--- config.mk ---
export PLATFORM = sky130hd
export DESIGN_NAME = bitmap_line_rasterizer
export DESIGN_NICKNAME = d
export VERILOG_FILES = /design/src/sv/blr_pkg.sv /design/src/sv/bitmap_line_rasterizer.sv
export SDC_FILE = /design/constraint.sdc
export NUM_CORES = 1
export LEC_CHECK = 0
export BUFFER_PORTS_ARGS = -buffer_cell sky130_fd_sc_hd__buf_2
export CORE_MARGIN = 10
export CORE_UTILIZATION = 50
export DETAILED_ROUTE_END_ITERATION = 8
export GPL_TIMING_DRIVEN = 0
export PLACE_DENSITY_LB_ADDON = 0.25
export SKIP_CTS_REPAIR_TIMING = 1
export SYNTH_ARGS = -nofsm -noshare
export SYNTH_HDL_FRONTEND = slang
export SYNTH_SLANG_ARGS = --single-unit
--- constraint.sdc ---
create_clock -name clk -period 5.4 [get_ports clk]
set_input_delay 1.08 -clock clk [delete_from_list [all_inputs] [get_ports clk]]
set_output_delay 1.08 -clock clk [all_outputs]
set_load 0.03 [all_outputs]
--- src/sv/blr_pkg.sv ---
// Shared types, constants and helpers for the bitmap line rasterizer.
// No dependencies; imported by the rasterizer top level and its checker.
package blr_pkg;

  // Screen geometry; a character cell is 8x8 pixels, one byte per cell row
  localparam int SCREEN_WIDTH  = 320;
  localparam int SCREEN_HEIGHT = 200;

  localparam int COL_W  = 9;
  localparam int ROW_W  = 8;
  localparam int ADDR_W = 16;
  localparam int MASK_W = 8;
  localparam int ERR_W  = 11;

  typedef logic [COL_W-1:0]        col_t;
  typedef logic [ROW_W-1:0]        row_t;
  typedef logic [ADDR_W-1:0]       addr_t;
  typedef logic [MASK_W-1:0]       mask_t;
  typedef logic signed [ERR_W-1:0] err_t;

  // Drawing path of the current line
  typedef enum logic [1:0] {
    PATH_IDLE = 2'd0,
    PATH_HORZ = 2'd1,
    PATH_VERT = 2'd2,
    PATH_BRES = 2'd3
  } path_t;

  // Input mode codes
  localparam logic MODE_START   = 1'b0;
  localparam logic MODE_ADVANCE = 1'b1;

  // One masked byte write
  typedef struct packed {
    addr_t addr;
    mask_t mask;
    logic  set;
    logic  done;
  } result_t;

  // Byte offset of a pixel in cell order: row band, cell column, row in cell
  function automatic addr_t cell_offset(col_t c, row_t r);
    addr_t band;
    band = ADDR_W'(SCREEN_WIDTH) * ADDR_W'(r[ROW_W-1:3]);
    return band + ADDR_W'({c[COL_W-1:3], 3'b000}) + ADDR_W'(r[2:0]);
  endfunction

endpackage

--- src/sv/bitmap_line_rasterizer.sv ---
// Line rasterizer top level: line state registers, write generation, output skid.
// Depends on blr_pkg.
// An accepted advance item registers its write in the output stage, or in the skid stage.
// Throughput: one item per cycle while in_stall is low; a start item loads the line state and yields no write.
// A write pushed while the output holds a stalled write parks in a one-entry skid stage;
// in_stall then holds the input while the skid drains.
// Reset (synchronous, rst_n low): path idle, line state and bitmap base zero, output empty.
module bitmap_line_rasterizer (
  input  logic          clk,
  input  logic          rst_n,
  // input item channel
  input  logic          in_valid,
  output logic          in_stall,
  input  logic          in_mode,
  input  blr_pkg::col_t in_start_x,
  input  blr_pkg::row_t in_start_y,
  input  blr_pkg::col_t in_end_x,
  input  blr_pkg::row_t in_end_y,
  input  logic          in_draw_set,
  // result item channel
  output logic           out_valid,
  input  logic           out_stall,
  output blr_pkg::addr_t out_write_address,
  output blr_pkg::mask_t out_write_mask,
  output logic           out_write_set,
  output logic           out_line_done,
  // configuration: bitmap base
  input  logic           cfg_valid,
  output logic           cfg_ready,
  input  blr_pkg::addr_t cfg_data
);
  import blr_pkg::*;

  // line state
  addr_t base_r;
  path_t path_r, path_nxt;
  col_t  cur_col_r, cur_col_nxt, goal_col_r, goal_col_nxt, dcol_r, dcol_nxt;
  row_t  cur_row_r, cur_row_nxt, goal_row_r, goal_row_nxt;
  logic [ROW_W-1:0] drow_r, drow_nxt;
  logic  col_neg_r, col_neg_nxt, row_neg_r, row_neg_nxt;
  err_t  err_r, err_nxt;
  logic  set_r, set_nxt;

  // output stage
  logic    out_valid_r, out_valid_nxt, skid_valid_r, skid_valid_nxt;
  result_t out_data_r, skid_data_r;

  logic    accept, push, take;
  result_t res;
  logic    step_col, step_row;

  // start decode
  logic x_lt, y_lt;
  col_t abs_dc;
  row_t abs_dr;

  // bresenham compare operands
  logic signed [ERR_W:0] e_ext, neg_dc, pos_dr, e_upd;

  assign cfg_ready = 1'b1;
  assign in_stall  = skid_valid_r;
  assign accept    = in_valid & ~in_stall;
  assign push      = accept & (in_mode == MODE_ADVANCE) & (path_r != PATH_IDLE);
  assign take      = out_valid_r & ~out_stall;

  // bresenham step decisions from the registered error term
  assign e_ext    = {err_r[ERR_W-1], err_r};
  assign neg_dc   = (ERR_W+1)'(0) - (ERR_W+1)'(dcol_r);
  assign pos_dr   = (ERR_W+1)'(drow_r);
  assign step_col = e_ext > neg_dc;
  assign step_row = e_ext < pos_dr;

  // write for the current pixel or span byte
  always_comb begin
    res      = '0;
    res.set  = set_r;
    res.addr = base_r + cell_offset(cur_col_r, cur_row_r);
    unique case (path_r)
      PATH_HORZ: begin
        res.mask = 8'hff >> cur_col_r[2:0];
        if (cur_col_r[COL_W-1:3] == goal_col_r[COL_W-1:3]) begin
          res.mask = res.mask & (8'hff << (3'd7 - goal_col_r[2:0]));
          res.done = 1'b1;
        end
      end
      PATH_VERT: begin
        res.mask = 8'h80 >> cur_col_r[2:0];
        res.done = cur_row_r == goal_row_r;
      end
      PATH_BRES: begin
        res.mask = 8'h80 >> cur_col_r[2:0];
        res.done = (cur_col_r == goal_col_r) && (cur_row_r == goal_row_r);
      end
      default: begin
        res.mask = '0;
      end
    endcase
  end

  // start operand decode
  always_comb begin
    x_lt   = in_start_x < in_end_x;
    y_lt   = in_start_y < in_end_y;
    abs_dc = x_lt ? in_end_x - in_start_x : in_start_x - in_end_x;
    abs_dr = y_lt ? in_end_y - in_start_y : in_start_y - in_end_y;
  end

  // next line state: start loads, advance steps
  always_comb begin
    path_nxt     = path_r;
    cur_col_nxt  = cur_col_r;
    cur_row_nxt  = cur_row_r;
    goal_col_nxt = goal_col_r;
    goal_row_nxt = goal_row_r;
    dcol_nxt     = dcol_r;
    drow_nxt     = drow_r;
    col_neg_nxt  = col_neg_r;
    row_neg_nxt  = row_neg_r;
    err_nxt      = err_r;
    set_nxt      = set_r;
    e_upd        = e_ext;
    if (accept && in_mode == MODE_START) begin
      set_nxt     = in_draw_set;
      dcol_nxt    = abs_dc;
      drow_nxt    = abs_dr;
      col_neg_nxt = ~x_lt;
      row_neg_nxt = ~y_lt;
      if (in_start_y == in_end_y) begin
        path_nxt     = PATH_HORZ;
        cur_col_nxt  = x_lt ? in_start_x : in_end_x;
        goal_col_nxt = x_lt ? in_end_x : in_start_x;
        cur_row_nxt  = in_start_y;
        goal_row_nxt = in_start_y;
      end else if (in_start_x == in_end_x) begin
        path_nxt     = PATH_VERT;
        cur_row_nxt  = y_lt ? in_start_y : in_end_y;
        goal_row_nxt = y_lt ? in_end_y : in_start_y;
        cur_col_nxt  = in_start_x;
        goal_col_nxt = in_start_x;
      end else begin
        path_nxt     = PATH_BRES;
        cur_col_nxt  = in_start_x;
        cur_row_nxt  = in_start_y;
        goal_col_nxt = in_end_x;
        goal_row_nxt = in_end_y;
        if (abs_dc > COL_W'(abs_dr)) begin
          err_nxt = err_t'({3'b000, abs_dc[COL_W-1:1]});
        end else begin
          err_nxt = err_t'(11'd0 - {4'b0000, abs_dr[ROW_W-1:1]});
        end
      end
    end else if (push) begin
      if (res.done) begin
        path_nxt = PATH_IDLE;
      end else begin
        unique case (path_r)
          PATH_HORZ: cur_col_nxt = {cur_col_r[COL_W-1:3] + 6'd1, 3'b000};
          PATH_VERT: cur_row_nxt = cur_row_r + 8'd1;
          PATH_BRES: begin
            if (step_col) begin
              e_upd       = e_upd - pos_dr;
              cur_col_nxt = col_neg_r ? cur_col_r - 9'd1 : cur_col_r + 9'd1;
            end
            if (step_row) begin
              e_upd       = e_upd - neg_dc;
              cur_row_nxt = row_neg_r ? cur_row_r - 8'd1 : cur_row_r + 8'd1;
            end
            err_nxt = e_upd[ERR_W-1:0];
          end
          default: ;
        endcase
      end
    end
  end

  // output register and skid valid control
  always_comb begin
    out_valid_nxt  = out_valid_r;
    skid_valid_nxt = skid_valid_r;
    if (take || !out_valid_r) begin
      if (skid_valid_r) begin
        out_valid_nxt  = 1'b1;
        skid_valid_nxt = 1'b0;
      end else begin
        out_valid_nxt = push;
      end
    end else if (push) begin
      skid_valid_nxt = 1'b1;
    end
  end

  // control registers
  always_ff @(posedge clk) begin
    if (!rst_n) begin
      base_r       <= '0;
      path_r       <= PATH_IDLE;
      cur_col_r    <= '0;
      cur_row_r    <= '0;
      goal_col_r   <= '0;
      goal_row_r   <= '0;
      dcol_r       <= '0;
      drow_r       <= '0;
      col_neg_r    <= 1'b0;
      row_neg_r    <= 1'b0;
      err_r        <= '0;
      set_r        <= 1'b0;
      out_valid_r  <= 1'b0;
      skid_valid_r <= 1'b0;
    end else begin
      if (cfg_valid && cfg_ready) begin
        base_r <= cfg_data;
      end
      path_r       <= path_nxt;
      cur_col_r    <= cur_col_nxt;
      cur_row_r    <= cur_row_nxt;
      goal_col_r   <= goal_col_nxt;
      goal_row_r   <= goal_row_nxt;
      dcol_r       <= dcol_nxt;
      drow_r       <= drow_nxt;
      col_neg_r    <= col_neg_nxt;
      row_neg_r    <= row_neg_nxt;
      err_r        <= err_nxt;
      set_r        <= set_nxt;
      out_valid_r  <= out_valid_nxt;
      skid_valid_r <= skid_valid_nxt;
    end
  end

  // payload registers
  always_ff @(posedge clk) begin
    if (take || !out_valid_r) begin
      out_data_r <= skid_valid_r ? skid_data_r : res;
    end
    if (!skid_valid_r) begin
      skid_data_r <= res;
    end
  end

  assign out_valid         = out_valid_r;
  assign out_write_address = out_data_r.addr;
  assign out_write_mask    = out_data_r.mask;
  assign out_write_set     = out_data_r.set;
  assign out_line_done     = out_data_r.done;

endmodule

[After elaboration in Yosys (flattened, before gate mapping)]
Cells that the tools add are included.
Storage, ports and cells
  bits in registers: 137
  input bits: 57
  output and inout port bits: 29
Cells by class
  add/sub/neg operators: 17
  $mul: 1
  magnitude comparators: 5
  equality and inequality tests: 13
  shift operators: 3
  mux-type cells: 49
  bitwise operators: 11
  reduce and logical (&&, ||, !) cells: 16
Operator list (count)
  2-to-1 mux 11 bit: 13
  2-to-1 mux 8 bit: 13
  2-to-1 mux 9 bit: 11
  one-hot mux 8 bit (2 select lines): 2
  2-to-1 mux 26 bit: 1
  == test 9 bit: 2
  one-hot mux 9 bit (2 select lines): 1
  subtractor 9 bit: 2
  adder 15 x 3 -> 16 bit: 1
  adder 16 bit: 1
  == test 8 bit: 2
  >> shifter 8 x 3 -> 8 bit, first input constant: 2
  subtractor 8 bit: 2
  adder 14 x 9 -> 15 bit: 1
  > comparator 11 x 10 -> 1 bit: 1
  less-than comparator 11 x 9 -> 1 bit: 1
  subtractor 11 x 10 -> 11 bit: 1
  subtractor 11 x 9 -> 11 bit: 1
  subtractor 1 x 9 -> 10 bit, first input constant: 1
  adder 9 x 1 -> 9 bit, second input constant: 1
  > comparator 9 x 8 -> 1 bit: 1
  less-than comparator 9 bit: 1
  subtractor 9 x 1 -> 9 bit, second input constant: 1
  adder 8 x 1 -> 8 bit, second input constant: 1
  28 further kinds: 51

[Logic depth before layout (Yosys ltp)]
Gate-level depths: netlist (run 1).
  word-level depth: 13
  depth in mapped cells: 27
  depth with buffers taken out: 25

[Least setup slack after synthesis (run 1)]
Ideal clock, no wire load.
  path kind: register to register
  start: reg dcol_r[2]
  end: reg err_r[8]
  library setup time: 122 ps
  arrival time: 5324 ps
  path slack: -46 ps
  stages on the path, launching flop included: 24
  buffers on the path: 2
  clock period less this slack: 5446 ps
  cell sequence: dfxtp_1 -> nor4_4 -> nor4b_4 -> nor3b_1 -> ha_1 -> a2111o_1 -> o21ai_2 -> buf_6 -> clkbuf_1 -> nor2_1 -> a21oi_1 -> ha_1 -> inv_1 -> fa_1 -> a21o_1 -> a21oi_1 -> nor2_1 -> nand2_1 -> a21oi_2 -> or4_4 -> a221oi_2 -> xnor2_1 -> a211oi_1 -> nand3b_1
Between the ends
  longest elaborated chain between the ends: 13
RTL lines
  from (decl): RTL line bitmap_line_rasterizer.sv:37  | col_t cur_col_r, cur_col_nxt, goal_col_r, goal_col_nxt, dcol_r, dcol_nxt;
  from (signal assigned): RTL line bitmap_line_rasterizer.sv:218  | dcol_r <= dcol_nxt;
  subtractor 1 x 9 -> 10 bit *: RTL line bitmap_line_rasterizer.sv:68  | assign neg_dc = (ERR_W+1)'(0) - (ERR_W+1)'(dcol_r);
  > comparator 11 x 10 -> 1 bit: RTL line bitmap_line_rasterizer.sv:70  | assign step_col = e_ext > neg_dc;
  2-to-1 mux 11 bit: RTL line bitmap_line_rasterizer.sv:160  | if (step_col) begin
  2-to-1 mux 11 bit: RTL line bitmap_line_rasterizer.sv:156  | unique case (path_r)
  2-to-1 mux 11 bit: RTL line bitmap_line_rasterizer.sv:153  | if (res.done) begin
  2-to-1 mux 11 bit: RTL line bitmap_line_rasterizer.sv:152  | end else if (push) begin
  2-to-1 mux 11 bit: RTL line bitmap_line_rasterizer.sv:122  | if (accept && in_mode == MODE_START) begin
  subtractor 11 x 10 -> 11 bit: RTL line bitmap_line_rasterizer.sv:165  | e_upd = e_upd - neg_dc;
  2-to-1 mux 11 bit *: RTL line bitmap_line_rasterizer.sv:164  | if (step_row) begin
  2-to-1 mux 11 bit *: RTL line bitmap_line_rasterizer.sv:156
  2-to-1 mux 11 bit *: RTL line bitmap_line_rasterizer.sv:153
  2-to-1 mux 11 bit *: RTL line bitmap_line_rasterizer.sv:152
  2-to-1 mux 11 bit *: RTL line bitmap_line_rasterizer.sv:122
  to (signal assigned): RTL line bitmap_line_rasterizer.sv:222  | err_r <= err_nxt;
  to (decl): RTL line bitmap_line_rasterizer.sv:41  | err_t err_r, err_nxt;
Every way passes the cells marked *; elsewhere a longest branch is shown, timed or not. The select of a mux whose other input is x is not followed.
A chain may end at the register's enable or synchronous reset.

[Final worst setup path (run 1)]
  start: reg dcol_r[5]
  end: reg err_r[8]
The elaborated chain is that of the path after synthesis.

==> impl_metrics.py, run 1 <==
metrics = {
    "synthesis": {
        "synthFlopType": "dfxtp_1",
        "ys_ff_latch": 137,
        "synthCells": 1245,
        "synth_xor_area_frac": 0.07014,
        "synthesis.area_sq_um": 10580,
        "synth_cell_types": 77,
        "synth-edff-count": 26,
        "avgSynthCellArea_sq_um": 8.496,
        "synth-simple-area-share": 0.1557,
        "ys_seq_area_frac": 0.2839,
        "synth_compound_area_frac": 0.2340,
        "synthesis.nets": 1419,
        "synth_mux_area_frac": 0.05086,
        "synthAdderAreaFrac": 0.1480,
        "synthArstFlopShare": 0,
        "synth_top_family_by_area": "compound AO/OA/AOI/OAI gates",
        "yosysWarnings": 0,
    },
    "sta": {
        "worst_slack_ns": -0.03699,
        "skew_ns": 0.009411,
        "setup_violations": 1,
        "hold_viol_final": 0,
        "maxSlewViolCount": 0,
        "tightestPinTransition_ns": 1.143,
        "max_freq_mhz": 183.9,
        "period_needed_ns": 5.437,
        "timing.setup.tns_ns": -0.03699,
        "rsz0062_at_grt": "yes",
        "post-route-period-util": 1.007,
        "slew_headroom": 0.2362,
        "hold_slack_ns": 0.4553,
    },
    "die": {
        "die_h_um": 165.5,
        "start_util": 0.5064,
        "design.die.area_sq_um": 27370,
        "io_pins": 86,
        "dieWidth_um": 165.5,
        "core_sq_um": 20890,
        "row_count": 53,
    },
    "critical_path": {
        "path_max_fanout": 7,
        "regToRegSetupSlack_ns": -0.04,
        "cpMaxStageDelayCell": "or4_4",
        "worstSetupPathType": "register to register",
        "crit_required_ns": 5.71,
        "startpoint_type": "register",
        "max_stage_delay_ns": 0.56,
        "crit_top_cell": "a21oi_2",
        "cp.arrival_ns": 5.75,
        "path_delay_family": "simple AND/OR/NAND/NOR gates",
        "cp-end-kind": "register",
        "crit_buf_inv": 3,
    },
    "place": {
        "io_buffers": 82,
        "dpl.hpwl_um": 23380,
        "pre_cts_ws_ns": -1.013,
        "gp_congestion": 0.9276,
    },
    "power_and_ir_drop": {
        "p_leak_nw": 5.716,
        "power_mw": 4.821,
        "p_per_area_nw_per_um2": 390.3,
        "peakVddDrop_uv": 291.8,
    },
    "cts": {
        "cts_tree": "yes",
        "cts-root-buf": "clkbuf_16",
        "numCtsBuffers": 17,
        "clk_pin_slew_worst_paths_ns": 0.06,
        "clk_latency_ns": 0.43,
        "clock_sinks": 137,
        "clockBufferDepth": 2,
        "htree_levels": 4,
    },
    "final_layout": {
        "final_common_cell": "nand2_1",
        "syn_to_final_growth_pct": 16.78,
        "utilization": 0.5914,
        "drive_gt1_frac": 0.1477,
        "antenna_cells": 0,
        "layout.nets": 1549,
        "n_fill_cell": 1859,
        "mostFrequentLayoutCells": "132 x nand2_1, 107 x dfxtp_1, 103 x ha_1, 96 x inv_1, 82 x buf_2",
    },
    "drt": {
        "final_antenna_net_count": 0,
        "drt_iter0_markers": 701,
        "drtPass1Iterations": 6,
        "drc": 0,
        "vias_per_cell": 5.750,
        "wire_per_inst_um": 18.14,
        "wl_um": 30160,
        "via_count": 9562,
    },
    "grt": {
        "grt_max_degree": 29,
        "grt_use_total": 0.2176,
        "first_global_vias": 9120,
        "antenna_found_initial": 0,
        "grt_pass1_wl_um": 47380,
        "overflow": 0,
    },
    "outcome": {
        "status": "complete, but fails checks",
        "violations": "negative setup slack",
    },
    "run": {
        "drv_cap": 0,
    },
    "min_path": {
        "hold_class": "register to register",
    },
}
state kept, by name, indices dropped and copies added (netlist names), 2 cells and up:
register,flops
skid_data_r,26
base_r,16
out_write_address,16
err_r,11
cur_col_r,9
dcol_r,9
goal_col_r,9
cur_row_r,8
drow_r,8
goal_row_r,8
out_write_mask,8
path_r,2
routing by layer:
metal	GRT usage	share of wire	wire length, um	vias up
met1	0.2797	0.44	13260	4437
met2	0.3561	0.46	13770	348
li1	-	-	-	4720
met5	0	0	0	-
met3	0.04065	0.073	2189	57
met4	0.07981	0.031	943	0
worst register-to-register path: cells and delay by family, from the launching register on:
family	cells	cell delay, ns
fa+ha+maj	3	0.86
xor+xnor	1	0.16
buf+inv	3	0.34
simple gates	9	2.14
flops	1	0.37
compound gates	9	1.45
final timing paths:
check | from | endpoint | cells past startpoint
hold / removal | skid_data_r[2] | skid_data_r[2] | 2
setup / recovery | dcol_r[5] | err_r[8] | 25
setup reg to reg | dcol_r[5] | err_r[8] | 25
hold reg to reg | skid_data_r[2] | skid_data_r[2] | 2
cell usage after synthesis (14+ instances only):
library cell,count,area share
mux2_2,14,0.015
o211ai_1,14,0.0099
edfxtp_1,26,0.074
xor2_1,21,0.017
nand2_1,132,0.047
dfxtp_1,111,0.21
o211a_1,27,0.026
nor2b_1,31,0.018
nand3_1,21,0.0099
nor3_1,17,0.0080
inv_1,98,0.035
a21boi_0,19,0.013
clkbuf_1,56,0.020
ha_1,105,0.12
xnor2_1,54,0.045
a21oi_1,72,0.034
o21a_1,14,0.0099
a21o_1,26,0.018
nor2_1,69,0.024
and2_1,18,0.011
mux2i_1,38,0.036
o21ai_0,72,0.034
logic make-up (layout without fill, tap and decap cells):
kind of cell / after synthesis / in the layout
adder cells (fa/ha/maj): 118 / 118
XOR/XNOR: 79 / 79
buffers and inverters: 158 / 301
AND/OR/NAND/NOR: 341 / 341
AO/OA/AOI/OAI: 359 / 359
multiplexers: 52 / 52
flip-flops: 137 / 137
other: 1 / 1
through the flow:
| stage | instance area (sq um) | std cells |
|---|---|---|
| final | 12350 | 1663 |
| after global routing | 12350 | 1663 |
| after CTS | 11920 | 1634 |
| after detailed placement | 11340 | 1602 |
| after global placement | 11340 | 1602 |
| after floorplan | 10580 | 1245 |
power by group:
part	leakage [nW]	switching [mW]	total [mW]	internal, mW
combinational	4.23	1.34	2.44	1.10
clock	0.272	0.468	1.15	0.684
sequential	1.22	0.0819	1.23	1.15
layout make-up:
| type | count | area, sq um | area share |
|---|---|---|---|
| buffer | 59 | 247.7 | 0.02005 |
| clock buffer | 19 | 432.9 | 0.03505 |
| clock inverter | 13 | 145.1 | 0.01175 |
| inverter | 98 | 367.9 | 0.02978 |
| multi-input combinational | 950 | 7167 | 0.5802 |
| sequential | 137 | 3013 | 0.2439 |
| tap | 275 | 344.1 | 0.02785 |
| timing repair buffer | 112 | 635.6 | 0.05145 |
Note: power is estimated with default switching activity, not from simulation.
==> inputs of run 2 (changes only) <==
--- a/config.mk
+++ b/config.mk
@@ -7,7 +7,7 @@
 export LEC_CHECK = 0
 export BUFFER_PORTS_ARGS = -buffer_cell sky130_fd_sc_hd__buf_2
 export CORE_MARGIN = 10
-export CORE_UTILIZATION = 50
+export CORE_UTILIZATION = 46
 export DETAILED_ROUTE_END_ITERATION = 8
 export GPL_TIMING_DRIVEN = 0
 export PLACE_DENSITY_LB_ADDON = 0.25
==> run 2 against run 1 <==
  * The flow still finishes with violations (negative setup slack)
  * Clock-buffer cell count rose by 1
  * Wire length up 1.2%
  * Clock skew rose by 0.0048 ns
  * Critical endpoint unchanged
  * Highest routed layer unchanged
==> impl_metrics.py, run 2 (synthesized netlist as in run 1, its figures left out) <==
metrics = {
    "outcome": {
        "status": "complete, but fails checks",
        "violations": "negative setup slack",
    },
    "final_layout": {
        "largest-register": "skid_data_r",
        "syn_to_final_growth_pct": 17.31,
        "n_fill_cell": 2087,
        "layout.nets": 1547,
        "utilization": 0.5481,
        "final_common_cell": "nand2_1",
        "fin_cells": 1672,
        "mostFrequentLayoutCells": "132 x nand2_1, 107 x dfxtp_1, 103 x ha_1, 97 x inv_1, 82 x buf_2",
        "finalInstanceArea_sq_um": 12410,
        "largest_register_ffs": 26,
        "drive_gt1_frac": 0.1465,
    },
    "run": {
        "drv_cap": 0,
    },
    "drt": {
        "drtPass1Iterations": 5,
        "wl_um": 30530,
        "drc": 0,
        "drt_iter0_markers": 706,
        "final_antenna_net_count": 0,
        "wire_per_inst_um": 18.26,
        "via_count": 9505,
        "vias_per_cell": 5.685,
    },
    "place": {
        "dpl.hpwl_um": 23690,
        "io_buffers": 82,
        "gp_congestion": 0.9277,
        "pre_cts_ws_ns": -1.071,
        "placedCellCount": 1612,
        "dpl_cell_area_sq_um": 11350,
    },
    "grt": {
        "grt_pass1_wl_um": 46850,
        "grt_max_degree": 29,
        "first_global_vias": 8960,
        "antenna_found_initial": 1,
        "overflow": 0,
        "grt_use_total": 0.2031,
    },
    "power_and_ir_drop": {
        "p_per_area_nw_per_um2": 395.9,
        "p_leak_nw": 5.732,
        "peakVddDrop_uv": 276.2,
    },
    "critical_path": {
        "worstSetupPathType": "register to register",
        "cp-end-kind": "register",
        "path_max_fanout": 6,
        "regToRegSetupSlack_ns": -0.009,
        "max_stage_delay_ns": 0.56,
        "cpMaxStageDelayCell": "or4_4",
        "crit_top_cell": "a21oi_2",
        "cp.arrival_ns": 5.72,
        "worstPathCellList": "nor4_4 > nor4b_4 > nor3b_4 > ha_1 > and2_4 > o2111a_1 > a32oi_2 > o21ai_2 > buf_6 > buf_8 > a21oi_4 > ha_4 > inv_4 > fa_2 > a21o_1 > a21oi_2 > or3_1 > a21oi_2 > or4_4 > a221oi_4 > xnor2_2 > a211oi_1 > nand3b_1",
        "startpoint_type": "register",
        "crit_required_ns": 5.71,
    },
    "die": {
        "dieWidth_um": 171.6,
        "die_h_um": 171.6,
        "start_util": 0.4672,
        "row_count": 55,
        "io_pins": 86,
        "design.die.area_sq_um": 29460,
        "core_sq_um": 22640,
    },
    "cts": {
        "clk_latency_ns": 0.43,
        "clockBufferDepth": 2,
        "cts-root-buf": "clkbuf_16",
        "clock_sinks": 137,
        "numCtsBuffers": 17,
        "clk_pin_slew_worst_paths_ns": 0.06,
        "cts_tree": "yes",
        "htree_levels": 4,
    },
    "sta": {
        "skew_ns": 0.01425,
        "worst_slack_ns": -0.008772,
        "max_freq_mhz": 184.9,
        "setup_violations": 1,
        "timing.setup.tns_ns": -0.008772,
        "slew_headroom": 0.1780,
        "post-route-period-util": 1.002,
        "maxSlewViolCount": 0,
        "period_needed_ns": 5.409,
        "tightestPinTransition_ns": 1.230,
        "rsz0062_at_grt": "yes",
        "hold_viol_final": 0,
    },
    "min_path": {
        "hold_class": "register to register",
    },
}
[run 2: changes by cell type in the layout (fill, tap and decap cells not counted), sizes merged]
| cell | delta |
|---|---|
| clkinvlp | -2 |
| buf | -1 |
| bufinv | +1 |
| clkinv | -1 |
| diode | +1 |
| inv | +1 |
[run 2: path summary, 6_finish.rpt]
| path | from | depth (start not counted) | endpoint |
|---|---|---|---|
| setup reg to reg | dcol_r[5] | 23 | err_r[8] |
| hold / removal | skid_data_r[4] | 1 | skid_data_r[4] |
| setup / recovery | dcol_r[5] | 23 | err_r[8] |
| hold reg to reg | skid_data_r[4] | 1 | skid_data_r[4] |
[run 2: routing by layer]
layer	GRT usage	vias up	wire [um]
met5	0	-	0
met1	0.2566	4424	13590
met2	0.3311	306	14070
li1	-	4715	-
met3	0.03690	60	1926
met4	0.08922	0	941
[run 2: critical path, delay by kind of cell (launching register included)]
family | cells | cell delay, ns
adder cells (fa/ha/maj) | 3 | 0.80
buffers and inverters | 3 | 0.31
flip-flops | 1 | 0.37
AND/OR/NAND/NOR | 7 | 2.09
XOR/XNOR | 1 | 0.17
AO/OA/AOI/OAI | 9 | 1.53
[run 2: where the power goes]
group          internal, mW  leakage [nW]  switching (mW)
logic                  1.12          4.22            1.37
registers              1.15          1.22          0.0819
clock network         0.735         0.290           0.467
[run 2: final cells by class]
cell class,count,area (sq um),area share
multi-input combinational,950,7194,0.5798
sequential,137,3010,0.2426
timing repair buffer,110,620.6,0.05001
clock buffer,20,436.7,0.03519
inverter,98,370.4,0.02985
tap,285,356.6,0.02874
buffer,59,251.5,0.02027
clock inverter,12,165.2,0.01331
antenna,1,2.502,0.0002017
[run 2: per-stage QoR]
step | total power, mW | hold WS (ns)
5_1_grt | 5.197 | 0.4704
2_1_floorplan | 2.881 | 0.4225
3_3_place_gp | 3.349 | 0.4352
4_1_cts | 4.603 | 0.4605
3_5_place_dp | 3.395 | 0.4394
6_report | 4.913 | 0.4592
